[src/sv/midi_tep_pkg.sv]
// ----------------------------------------------------------------------------
// midi_tep_pkg
// shared widths, event kind codes and byte constants for the track parser
// ----------------------------------------------------------------------------
package midi_tep_pkg;

  localparam int unsigned VLQ_W = 28;

  typedef logic [3:0]       kind_t;
  typedef logic [VLQ_W-1:0] vlq_t;

  // event kind codes
  localparam kind_t KIND_NOTE_OFF  = 4'd0;
  localparam kind_t KIND_NOTE_ON   = 4'd1;
  localparam kind_t KIND_SYSEX     = 4'd7;
  localparam kind_t KIND_META      = 4'd8;
  localparam kind_t KIND_EOT       = 4'd9;
  localparam kind_t KIND_STRAY     = 4'd10;
  localparam kind_t KIND_TRUNC     = 4'd11;
  localparam kind_t KIND_OVERLONG  = 4'd12;

  // status and meta bytes
  localparam logic [7:0] ST_SYSEX      = 8'hF0;
  localparam logic [7:0] ST_SYSEX_ESC  = 8'hF7;
  localparam logic [7:0] ST_META       = 8'hFF;
  localparam logic [7:0] META_END_TRK  = 8'h2F;
  localparam logic [3:0] HI_NOTE_ON    = 4'h9;
  localparam logic [3:0] HI_PROGRAM    = 4'hC;
  localparam logic [3:0] HI_CHAN_PRESS = 4'hD;
  localparam logic [3:0] HI_CHAN_BASE  = 4'h8;

  // a length number may take at most this many bytes
  localparam logic [2:0] VLQ_MAX_BYTES = 3'd4;

endpackage

[src/sv/midi_track_event_parser.sv]
// ----------------------------------------------------------------------------
// midi_track_event_parser
// byte-wide track event decoder for standard midi file track data
// ----------------------------------------------------------------------------
// usage
//   in_*  : one track byte per request, with track_start on the first byte
//           of a track and last_byte on its final byte
//   out_* : one decoded event per complete event, or an error event
//           (stray byte, truncation, overlong length number)
//   the parser state updates at the edge that accepts the byte; with the
//   result register free the event completed by a byte shows on out_* in the
//   cycle after that byte is taken
//   throughput is one byte per cycle while in_ready is high, set by the
//   combinational decode of the state register against the incoming byte
//   a stalled receiver keeps its event in the result register and one more
//   event in a skid register behind it; in_ready comes only from the skid
//   register and drops while it is occupied, until out_ready drains a slot
//   reset (rst_n low, synchronous) clears all parser state, running status
//   and the end-of-track flag, and empties both result slots
//   after an end-of-track meta event, bytes are swallowed until track_start
// ----------------------------------------------------------------------------
module midi_track_event_parser
  import midi_tep_pkg::*;
(
  input  logic        clk,
  input  logic        rst_n,
  // byte channel
  input  logic        in_valid,
  output logic        in_ready,
  input  logic [7:0]  in_data_byte,
  input  logic        in_track_start,
  input  logic        in_last_byte,
  // event channel
  output logic        out_valid,
  input  logic        out_ready,
  output logic [3:0]  out_event_kind,
  output logic [3:0]  out_channel,
  output logic [6:0]  out_data1,
  output logic [6:0]  out_data2,
  output logic [27:0] out_delta_ticks,
  output logic [7:0]  out_meta_kind,
  output logic [27:0] out_payload_length,
  output logic [31:0] out_payload_value
);

  // parse phases
  localparam logic [2:0] PH_DELTA   = 3'd0;
  localparam logic [2:0] PH_STATUS  = 3'd1;
  localparam logic [2:0] PH_DATA1   = 3'd2;
  localparam logic [2:0] PH_DATA2   = 3'd3;
  localparam logic [2:0] PH_SYSLEN  = 3'd4;
  localparam logic [2:0] PH_MTYPE   = 3'd5;
  localparam logic [2:0] PH_MLEN    = 3'd6;
  localparam logic [2:0] PH_PAYLOAD = 3'd7;

  // one event as it sits in a result slot
  typedef struct packed {
    kind_t       kind;
    logic [3:0]  ch;
    logic [6:0]  d1;
    logic [6:0]  d2;
    vlq_t        dt;
    logic [7:0]  mk;
    vlq_t        plen;
    logic [31:0] pval;
  } result_t;

  // parser state
  logic [2:0]  phase_r,     phase_nxt;
  logic [7:0]  run_st_r,    run_st_nxt;
  vlq_t        delta_r,     delta_nxt;
  logic [2:0]  vcnt_r,      vcnt_nxt;
  logic [7:0]  ev_st_r,     ev_st_nxt;
  logic [6:0]  d1_r,        d1_nxt;
  logic [7:0]  mtype_r,     mtype_nxt;
  vlq_t        len_r,       len_nxt;
  vlq_t        remain_r,    remain_nxt;
  logic [31:0] pay_r,       pay_nxt;
  logic [2:0]  pidx_r,      pidx_nxt;   // payload byte index, saturates at 4
  logic        ended_r,     ended_nxt;

  // result register and skid register
  logic        out_valid_r,  out_valid_nxt;
  logic        skid_valid_r, skid_valid_nxt;
  result_t     res_r;
  result_t     skid_r;
  result_t     res_new;
  logic        load_res;
  logic        load_skid;
  logic        res_from_skid;
  kind_t       o_kind;
  logic [3:0]  o_ch;
  logic [6:0]  o_d1;
  logic [6:0]  o_d2;
  vlq_t        o_dt;
  logic [7:0]  o_mk;
  vlq_t        o_plen;
  logic [31:0] o_pval;

  // decode scratch
  logic        emit;
  logic        restart;
  logic        in_acc;
  logic [7:0]  b;
  logic [3:0]  hi;
  logic [2:0]  cnt_inc;
  vlq_t        vlq_shift;
  vlq_t        len_shift;

  assign in_ready = !skid_valid_r;
  assign in_acc   = in_valid && in_ready;
  assign b        = in_data_byte;
  assign res_new  = {o_kind, o_ch, o_d1, o_d2, o_dt, o_mk, o_plen, o_pval};

  always_comb begin
    phase_nxt  = phase_r;
    run_st_nxt = run_st_r;
    delta_nxt  = delta_r;
    vcnt_nxt   = vcnt_r;
    ev_st_nxt  = ev_st_r;
    d1_nxt     = d1_r;
    mtype_nxt  = mtype_r;
    len_nxt    = len_r;
    remain_nxt = remain_r;
    pay_nxt    = pay_r;
    pidx_nxt   = pidx_r;
    ended_nxt  = ended_r;
    emit       = 1'b0;
    restart    = 1'b0;
    o_kind     = KIND_NOTE_OFF;
    o_ch       = '0;
    o_d1       = '0;
    o_d2       = '0;
    o_dt       = '0;
    o_mk       = '0;
    o_plen     = '0;
    o_pval     = '0;
    hi         = '0;
    cnt_inc    = '0;
    vlq_shift  = '0;
    len_shift  = '0;

    if (in_acc) begin
      // track start wipes everything before the byte is looked at
      if (in_track_start) begin
        phase_nxt  = PH_DELTA;
        run_st_nxt = '0;
        delta_nxt  = '0;
        vcnt_nxt   = '0;
        ev_st_nxt  = '0;
        d1_nxt     = '0;
        mtype_nxt  = '0;
        len_nxt    = '0;
        remain_nxt = '0;
        pay_nxt    = '0;
        pidx_nxt   = '0;
        ended_nxt  = 1'b0;
      end

      if (!ended_nxt) begin
        hi        = ev_st_nxt[7:4];
        cnt_inc   = vcnt_nxt + 3'd1;
        vlq_shift = {delta_nxt[VLQ_W-8:0], b[6:0]};
        len_shift = {len_nxt[VLQ_W-8:0], b[6:0]};

        case (phase_nxt)
          PH_DELTA: begin
            delta_nxt = vlq_shift;
            if (b[7]) begin
              vcnt_nxt = cnt_inc;
              if (cnt_inc >= VLQ_MAX_BYTES) begin
                emit    = 1'b1;
                o_kind  = KIND_OVERLONG;
                restart = 1'b1;
              end
            end else begin
              vcnt_nxt  = '0;
              phase_nxt = PH_STATUS;
            end
          end

          PH_STATUS: begin
            if (!b[7]) begin
              if (run_st_nxt == '0) begin
                emit    = 1'b1;
                o_kind  = KIND_STRAY;
                restart = 1'b1;
              end else begin
                // running status: this byte is the first data byte
                ev_st_nxt = run_st_nxt;
                d1_nxt    = b[6:0];
                if (run_st_nxt[7:4] == HI_PROGRAM || run_st_nxt[7:4] == HI_CHAN_PRESS)
                begin
                  emit    = 1'b1;
                  o_kind  = kind_t'(run_st_nxt[7:4] - HI_CHAN_BASE);
                  o_ch    = run_st_nxt[3:0];
                  o_d1    = b[6:0];
                  o_dt    = delta_nxt;
                  restart = 1'b1;
                end else begin
                  phase_nxt = PH_DATA2;
                end
              end
            end else if (b[7:4] != 4'hF) begin
              run_st_nxt = b;
              ev_st_nxt  = b;
              phase_nxt  = PH_DATA1;
            end else begin
              run_st_nxt = '0;
              ev_st_nxt  = b;
              if (b == ST_SYSEX || b == ST_SYSEX_ESC) begin
                phase_nxt = PH_SYSLEN;
              end else if (b == ST_META) begin
                phase_nxt = PH_MTYPE;
              end else begin
                emit    = 1'b1;
                o_kind  = KIND_STRAY;
                restart = 1'b1;
              end
            end
          end

          PH_DATA1: begin
            if (b[7]) begin
              emit    = 1'b1;
              o_kind  = KIND_STRAY;
              restart = 1'b1;
            end else begin
              d1_nxt = b[6:0];
              if (hi == HI_PROGRAM || hi == HI_CHAN_PRESS) begin
                emit    = 1'b1;
                o_kind  = kind_t'(hi - HI_CHAN_BASE);
                o_ch    = ev_st_nxt[3:0];
                o_d1    = b[6:0];
                o_dt    = delta_nxt;
                restart = 1'b1;
              end else begin
                phase_nxt = PH_DATA2;
              end
            end
          end

          PH_DATA2: begin
            emit    = 1'b1;
            restart = 1'b1;
            if (b[7]) begin
              o_kind = KIND_STRAY;
            end else begin
              // note-on at zero velocity reads as note-off
              if (hi == HI_NOTE_ON && b[6:0] == '0) begin
                o_kind = KIND_NOTE_OFF;
              end else begin
                o_kind = kind_t'(hi - HI_CHAN_BASE);
              end
              o_ch = ev_st_nxt[3:0];
              o_d1 = d1_nxt;
              o_d2 = b[6:0];
              o_dt = delta_nxt;
            end
          end

          PH_SYSLEN, PH_MLEN: begin
            len_nxt = len_shift;
            if (b[7]) begin
              vcnt_nxt = cnt_inc;
              if (cnt_inc >= VLQ_MAX_BYTES) begin
                emit    = 1'b1;
                o_kind  = KIND_OVERLONG;
                restart = 1'b1;
              end
            end else begin
              vcnt_nxt = '0;
              if (len_shift == '0) begin
                // empty payload: event completes right here
                emit    = 1'b1;
                restart = 1'b1;
                o_dt    = delta_nxt;
                o_plen  = '0;
                o_pval  = pay_nxt;
                if (ev_st_nxt == ST_META) begin
                  o_mk = mtype_nxt;
                  if (mtype_nxt == META_END_TRK) begin
                    o_kind    = KIND_EOT;
                    ended_nxt = 1'b1;
                  end else begin
                    o_kind = KIND_META;
                  end
                end else begin
                  o_kind = KIND_SYSEX;
                end
              end else begin
                remain_nxt = len_shift;
                phase_nxt  = PH_PAYLOAD;
              end
            end
          end

          PH_MTYPE: begin
            mtype_nxt = b;
            vcnt_nxt  = '0;
            phase_nxt = PH_MLEN;
          end

          PH_PAYLOAD: begin
            // keep the first four payload bytes, big-endian
            case (pidx_nxt)
              3'd0:    pay_nxt[31:24] = b;
              3'd1:    pay_nxt[23:16] = b;
              3'd2:    pay_nxt[15:8]  = b;
              3'd3:    pay_nxt[7:0]   = b;
              default: pay_nxt        = pay_nxt;
            endcase
            if (pidx_nxt != VLQ_MAX_BYTES) begin
              pidx_nxt = pidx_nxt + 3'd1;
            end
            remain_nxt = remain_nxt - vlq_t'(1);
            if (remain_nxt == '0) begin
              emit    = 1'b1;
              restart = 1'b1;
              o_dt    = delta_nxt;
              o_plen  = len_nxt;
              o_pval  = pay_nxt;
              if (ev_st_nxt == ST_META) begin
                o_mk = mtype_nxt;
                if (mtype_nxt == META_END_TRK) begin
                  o_kind    = KIND_EOT;
                  ended_nxt = 1'b1;
                end else begin
                  o_kind = KIND_META;
                end
              end else begin
                o_kind = KIND_SYSEX;
              end
            end
          end

          default: begin
            restart = 1'b1;
          end
        endcase

        if (restart) begin
          phase_nxt  = PH_DELTA;
          delta_nxt  = '0;
          vcnt_nxt   = '0;
          ev_st_nxt  = '0;
          d1_nxt     = '0;
          mtype_nxt  = '0;
          len_nxt    = '0;
          remain_nxt = '0;
          pay_nxt    = '0;
          pidx_nxt   = '0;
        end

        // final byte: report an unfinished event, then drop partial state
        if (in_last_byte) begin
          if (!emit && (phase_nxt != PH_DELTA || vcnt_nxt != '0)) begin
            emit   = 1'b1;
            o_kind = KIND_TRUNC;
            o_ch   = '0;
            o_d1   = '0;
            o_d2   = '0;
            o_dt   = '0;
            o_mk   = '0;
            o_plen = '0;
            o_pval = '0;
          end
          phase_nxt  = PH_DELTA;
          delta_nxt  = '0;
          vcnt_nxt   = '0;
          ev_st_nxt  = '0;
          d1_nxt     = '0;
          mtype_nxt  = '0;
          len_nxt    = '0;
          remain_nxt = '0;
          pay_nxt    = '0;
          pidx_nxt   = '0;
        end
      end
    end
  end

  // result register takes a new event when free or draining, else the
  // event goes to the skid register and moves up once the receiver drains
  always_comb begin
    res_from_skid  = skid_valid_r && out_ready;
    load_res       = res_from_skid || (in_acc && emit && (!out_valid_r || out_ready));
    load_skid      = in_acc && emit && out_valid_r && !out_ready;
    out_valid_nxt  = load_res || (out_valid_r && !out_ready);
    skid_valid_nxt = load_skid || (skid_valid_r && !out_ready);
  end

  always_ff @(posedge clk) begin
    if (!rst_n) begin
      phase_r      <= PH_DELTA;
      run_st_r     <= '0;
      delta_r      <= '0;
      vcnt_r       <= '0;
      ev_st_r      <= '0;
      d1_r         <= '0;
      mtype_r      <= '0;
      len_r        <= '0;
      remain_r     <= '0;
      pay_r        <= '0;
      pidx_r       <= '0;
      ended_r      <= 1'b0;
      out_valid_r  <= 1'b0;
      skid_valid_r <= 1'b0;
    end else begin
      phase_r      <= phase_nxt;
      run_st_r     <= run_st_nxt;
      delta_r      <= delta_nxt;
      vcnt_r       <= vcnt_nxt;
      ev_st_r      <= ev_st_nxt;
      d1_r         <= d1_nxt;
      mtype_r      <= mtype_nxt;
      len_r        <= len_nxt;
      remain_r     <= remain_nxt;
      pay_r        <= pay_nxt;
      pidx_r       <= pidx_nxt;
      ended_r      <= ended_nxt;
      out_valid_r  <= out_valid_nxt;
      skid_valid_r <= skid_valid_nxt;
    end
  end

  // result payload, no reset needed
  always_ff @(posedge clk) begin
    if (load_res) begin
      res_r <= res_from_skid ? skid_r : res_new;
    end
    if (load_skid) begin
      skid_r <= res_new;
    end
  end

  assign out_valid          = out_valid_r;
  assign out_event_kind     = res_r.kind;
  assign out_channel        = res_r.ch;
  assign out_data1          = res_r.d1;
  assign out_data2          = res_r.d2;
  assign out_delta_ticks    = res_r.dt;
  assign out_meta_kind      = res_r.mk;
  assign out_payload_length = res_r.plen;
  assign out_payload_value  = res_r.pval;

endmodule
[config.mk]
export PLATFORM = sky130hd
export DESIGN_NAME = midi_track_event_parser
export DESIGN_NICKNAME = d
export VERILOG_FILES = /design/src/sv/midi_tep_pkg.sv /design/src/sv/midi_track_event_parser.sv
export SDC_FILE = /design/constraint.sdc
export NUM_CORES = 1
export LEC_CHECK = 0
export ABC_CLOCK_PERIOD_IN_PS = 11840
export BUFFER_PORTS_ARGS = -buffer_cell sky130_fd_sc_hd__buf_2
export CORE_AREA = 5 5 290 264
export CTS_CLUSTER_SIZE = 28
export DETAILED_ROUTE_END_ITERATION = 10
export DIE_AREA = 0 0 295 269
export PLACE_DENSITY = 0.4
export SYNTH_ARGS = -nofsm -noshare
export SYNTH_HDL_FRONTEND = slang
export SYNTH_SLANG_ARGS = --single-unit
[constraint.sdc]
create_clock -name clk -period 11.84 [get_ports clk]
set_clock_uncertainty 0.05 [all_clocks]
set_input_delay 1.776 -clock clk [delete_from_list [all_inputs] [get_ports clk]]
set_output_delay 1.776 -clock clk [all_outputs]
set_load 0.1 [all_outputs]
==> results.yml <==
timing:
  timing_hold_violations_final: 0
  rsz0062_at_grt: "no"
  max_transition_margin: 0.182
  period_utilisation_layout: 0.693
  fmaxAchievable_mhz: 122
  timing.setup.tns_ns: 0
  finalWorstPathRequiredPeriod_ns: 8.21
  slew_violations: 0
  max_slew.worst_pin.slew_ns: 1.22
  finalSetupViolations: 0
clock_network:
  clock_path_buffers: 3
  cts_setup_buffers: 0
  cts_num_sinks: 395
  tritoncts: "yes"
  clock_latency_ns: 0.58
  cts_resized: 0
  cts-buffers-inserted: 46
  ctsHtreeMaxLevel: 2
  ctsHoldBuffers: 0
  cts.root.buffer_cell: "sky130_fd_sc_hd__clkbuf_16"
  clkTransAtPathRegs_ns: 0.06
synth:
  synth_seq_area_share: 0.567
  synth_top_family_by_area: "compound AO/OA/AOI/OAI gates"
  syn-cell-area_sq_um: 18100
  yosys-mux-area-fraction: 0.0358
  synthArstFlopShare: 0
  synth_area_per_inst_sq_um: 10.9
  synth_fa_ha_area_frac: 0.00553
  synthSimpleGateAreaFrac: 0.153
  syn_nets: 1690
  synthesis.instances: 1668
  synth_xor_area_frac: 0.00580
  synth_cell_type_count: 82
  synth_compound_area_frac: 0.198
  ys_warn_count: 0
  synth_enable_flop_cells: 236
  top_reg_cell_synth: "sky130_fd_sc_hd__edfxtp_1"
  synth-seq-cells: 395
min_path:
  holdCritPathClass: "register to register"
critical_path:
  critical-path-top-delay-family: "simple AND/OR/NAND/NOR gates"
  cp_slowest_stage_delay_ns: 0.96
  worst-endpoint-required_ns: 11.97
  cp_common_cell: "sky130_fd_sc_hd__buf_4"
  critical_path.endpoint_type: "register"
  cp_data_arrival_time_ns: 8.34
  cpMaxStageDelayCell: "sky130_fd_sc_hd__nor3b_1"
  setup.worst_path.start_class: "primary input"
  type_of_the_worst_setup_path: "primary input to register"
  timing.critical_path.cells: "buf_2 -> inv_1 -> buf_4 -> nand2_1 -> ha_1 -> nor3b_1 -> and2_1 -> a311oi_1 -> or4_1 -> nor4_1 -> nand4_1 -> a31oi_1 -> o21ba_4 -> buf_4"
  critical_path_buf_inv_count: 4
  critical_path_peak_fanout: 83
pwr:
  power.leakage_nw: 7.85
  report.power.total_mw: 3.14
  power.density_nw_per_um2: 149
  peakVddDrop_uv: 96.3
route:
  first_iter_violations: 997
  detail-route-antenna-nets: 0
  route.vias.total: 13400
  avgRoutedWirePerCell_um: 20.0
  drt_drc_violations_left: 0
  route.detailed.vias_per_inst: 4.89
  drt_pre_antenna_iters: 5
  postRouteWirelength_um: 54900
die:
  initial_core_util: 0.246
  die_area_sq_um: 79400
  dieWidth_um: 295
  fp.dieH_um: 269
  boundaryPins: 134
  rows: 95
  floorplan.core_area_sq_um: 73600
finish:
  nNetsFinal: 1753
  drive_gt1_frac: 0.161
  area_delta_synth_final_pct: 16.6
grt:
  global_route_wire_length_before_repair_um: 84300
  antenna_violations_before_repair: 3
  grt_start_max_net_pins: 84
  grt_use_total: 0.134
  first_global_vias: 13200
  grt-ovfl-total: 0
placed_design:
  finalWeightedCongestion: 0.859
  hpwl_after_dpl_um: 34900
  port_buffers: 133
flow_run:
  max_cap_viol_count: 0
outcome:
  outcome: "completed"
flip-flops by register name (all words and copies together), names as in the netlist, 4 cells and up:
signal              flops
out_event_kind          4
remain_r               28
delta_r                28
run_st_r                8
ev_st_r                 8
out_data2               7
mtype_r                 8
out_channel             4
out_payload_value      32
skid_r                118
out_payload_length     28
d1_r                    7
out_meta_kind           8
len_r                  28
out_data1               7
out_delta_ticks        28
pay_r                  32
worst paths after layout:
kind                                  from                         end  slack (ns)  cells after the start
setup / recovery            in_track_start  out_meta_kind[3]$_DFFE_PP_        3.63                     14
hold / removal      pay_r[15]$_SDFFE_PN0P_      pay_r[15]$_SDFFE_PN0P_        0.39                      2
setup reg to reg  remain_r[0]$_SDFFE_PN0P_  out_meta_kind[3]$_DFFE_PP_        5.80                     11
hold reg to reg     pay_r[15]$_SDFFE_PN0P_      pay_r[15]$_SDFFE_PN0P_        0.39                      2
area by class of cell:
| type | instances | area, sq um |
|---|---|---|
| antenna | 2 | 5.00 |
| clock buffer | 65 | 1310 |
| clock inverter | 21 | 188 |
| fill | 7559 | 52500 |
| inverter | 11 | 41.3 |
| multi-input combinational | 1127 | 7290 |
| sequential | 395 | 10300 |
| tap | 970 | 1210 |
| timing repair buffer | 150 | 793 |
cell usage after synthesis (8+ instances only):
cell type / n / area, sq um
sky130_fd_sc_hd__a21o_1: 35 / 263
sky130_fd_sc_hd__a21oi_1: 46 / 230
sky130_fd_sc_hd__a22o_1: 81 / 709
sky130_fd_sc_hd__a22oi_1: 65 / 488
sky130_fd_sc_hd__a31oi_1: 13 / 81.3
sky130_fd_sc_hd__a32o_1: 10 / 100
sky130_fd_sc_hd__and2_1: 35 / 219
sky130_fd_sc_hd__and3_1: 41 / 257
sky130_fd_sc_hd__buf_2: 19 / 95.1
sky130_fd_sc_hd__clkbuf_1: 97 / 364
sky130_fd_sc_hd__dfxtp_1: 159 / 3180
sky130_fd_sc_hd__edfxtp_1: 236 / 7090
sky130_fd_sc_hd__ha_1: 8 / 100
sky130_fd_sc_hd__inv_1: 11 / 41.3
sky130_fd_sc_hd__mux2_2: 30 / 338
sky130_fd_sc_hd__mux2i_1: 31 / 310
sky130_fd_sc_hd__nand2_1: 182 / 683
sky130_fd_sc_hd__nand2b_1: 8 / 50.1
sky130_fd_sc_hd__nand3_1: 17 / 85.1
sky130_fd_sc_hd__nand4_1: 17 / 106
sky130_fd_sc_hd__nor2_1: 91 / 342
sky130_fd_sc_hd__nor2b_1: 51 / 319
sky130_fd_sc_hd__nor3_1: 36 / 180
sky130_fd_sc_hd__nor4_1: 21 / 131
sky130_fd_sc_hd__o21ai_0: 117 / 586
sky130_fd_sc_hd__o2bb2ai_1: 31 / 272
sky130_fd_sc_hd__o31ai_1: 25 / 188
sky130_fd_sc_hd__or3_1: 11 / 68.8
sky130_fd_sc_hd__or4_1: 8 / 60.1
sky130_fd_sc_hd__xnor2_1: 9 / 78.8
metal layers:
metal,track usage,vias up,wire (um)
met2,0.213,276,25100
li1,-,6446,-
met3,0.0236,66,2510
met5,0,-,27
met4,0.0310,4,901
met1,0.191,6618,26400
kinds of logic (layout without fill, tap and decap cells):
kind of cell             count (synthesis)  after routing
AND/OR/NAND/NOR                        547            547
multiplexers                            61             61
buffers and inverters                  146            247
XOR/XNOR                                12             12
adder cells (fa/ha/maj)                  8              8
flip-flops                             395            395
other                                    0              2
AO/OA/AOI/OAI                          499            499
per-stage QoR:
stage | setup slack [ns] | util | std cells | area, sq um | hold WS (ns)
finish | 3.63 | 0.287 | 2741 | 21100 | 0.393
global route | 3.17 | 0.287 | 2739 | 21100 | 0.417
CTS | 3.68 | 0.287 | 2739 | 21100 | 0.398
detailed placement | 3.05 | 0.267 | 2653 | 19600 | 0.384
global placement | 3.28 | 0.267 | 2653 | 19600 | 0.377
floorplan | 3.28 | - | 1668 | 18100 | 0.367
worst reg2reg max path: cells and delay by family (launching register included):
kind,cells,cell delay (ns)
compound gates,3,1.24
flops,1,0.36
buf+inv,1,0.91
fa+ha+maj,1,0.40
simple gates,6,2.56
cell usage in the layout (no fill, tap or decap), types with 20 or more instances in the layout:
cell                        Yosys  routed
sky130_fd_sc_hd__edfxtp_1     236     236
sky130_fd_sc_hd__nand2_1      182     182
sky130_fd_sc_hd__dfxtp_1      159     159
sky130_fd_sc_hd__buf_2         19     133
sky130_fd_sc_hd__o21ai_0      117     117
sky130_fd_sc_hd__nor2_1        91      90
sky130_fd_sc_hd__a22o_1        81      81
sky130_fd_sc_hd__a22oi_1       65      65
sky130_fd_sc_hd__nor2b_1       51      51
sky130_fd_sc_hd__clkbuf_16      0      47
sky130_fd_sc_hd__a21oi_1       46      46
sky130_fd_sc_hd__and3_1        41      41
sky130_fd_sc_hd__nor3_1        36      35
sky130_fd_sc_hd__a21o_1        35      35
sky130_fd_sc_hd__and2_1        35      32
sky130_fd_sc_hd__mux2i_1       31      31
sky130_fd_sc_hd__o2bb2ai_1     31      31
sky130_fd_sc_hd__mux2_2        30      30
sky130_fd_sc_hd__o31ai_1       25      25
sky130_fd_sc_hd__nor4_1        21      20
power breakdown:
group / switching [mW] / leakage [nW] / internal, mW
registers: 0.00850 / 3.71 / 1.47
logic: 0.221 / 3.41 / 0.0275
clock network: 0.592 / 0.732 / 0.818
Power figures use the tool's default switching activity.
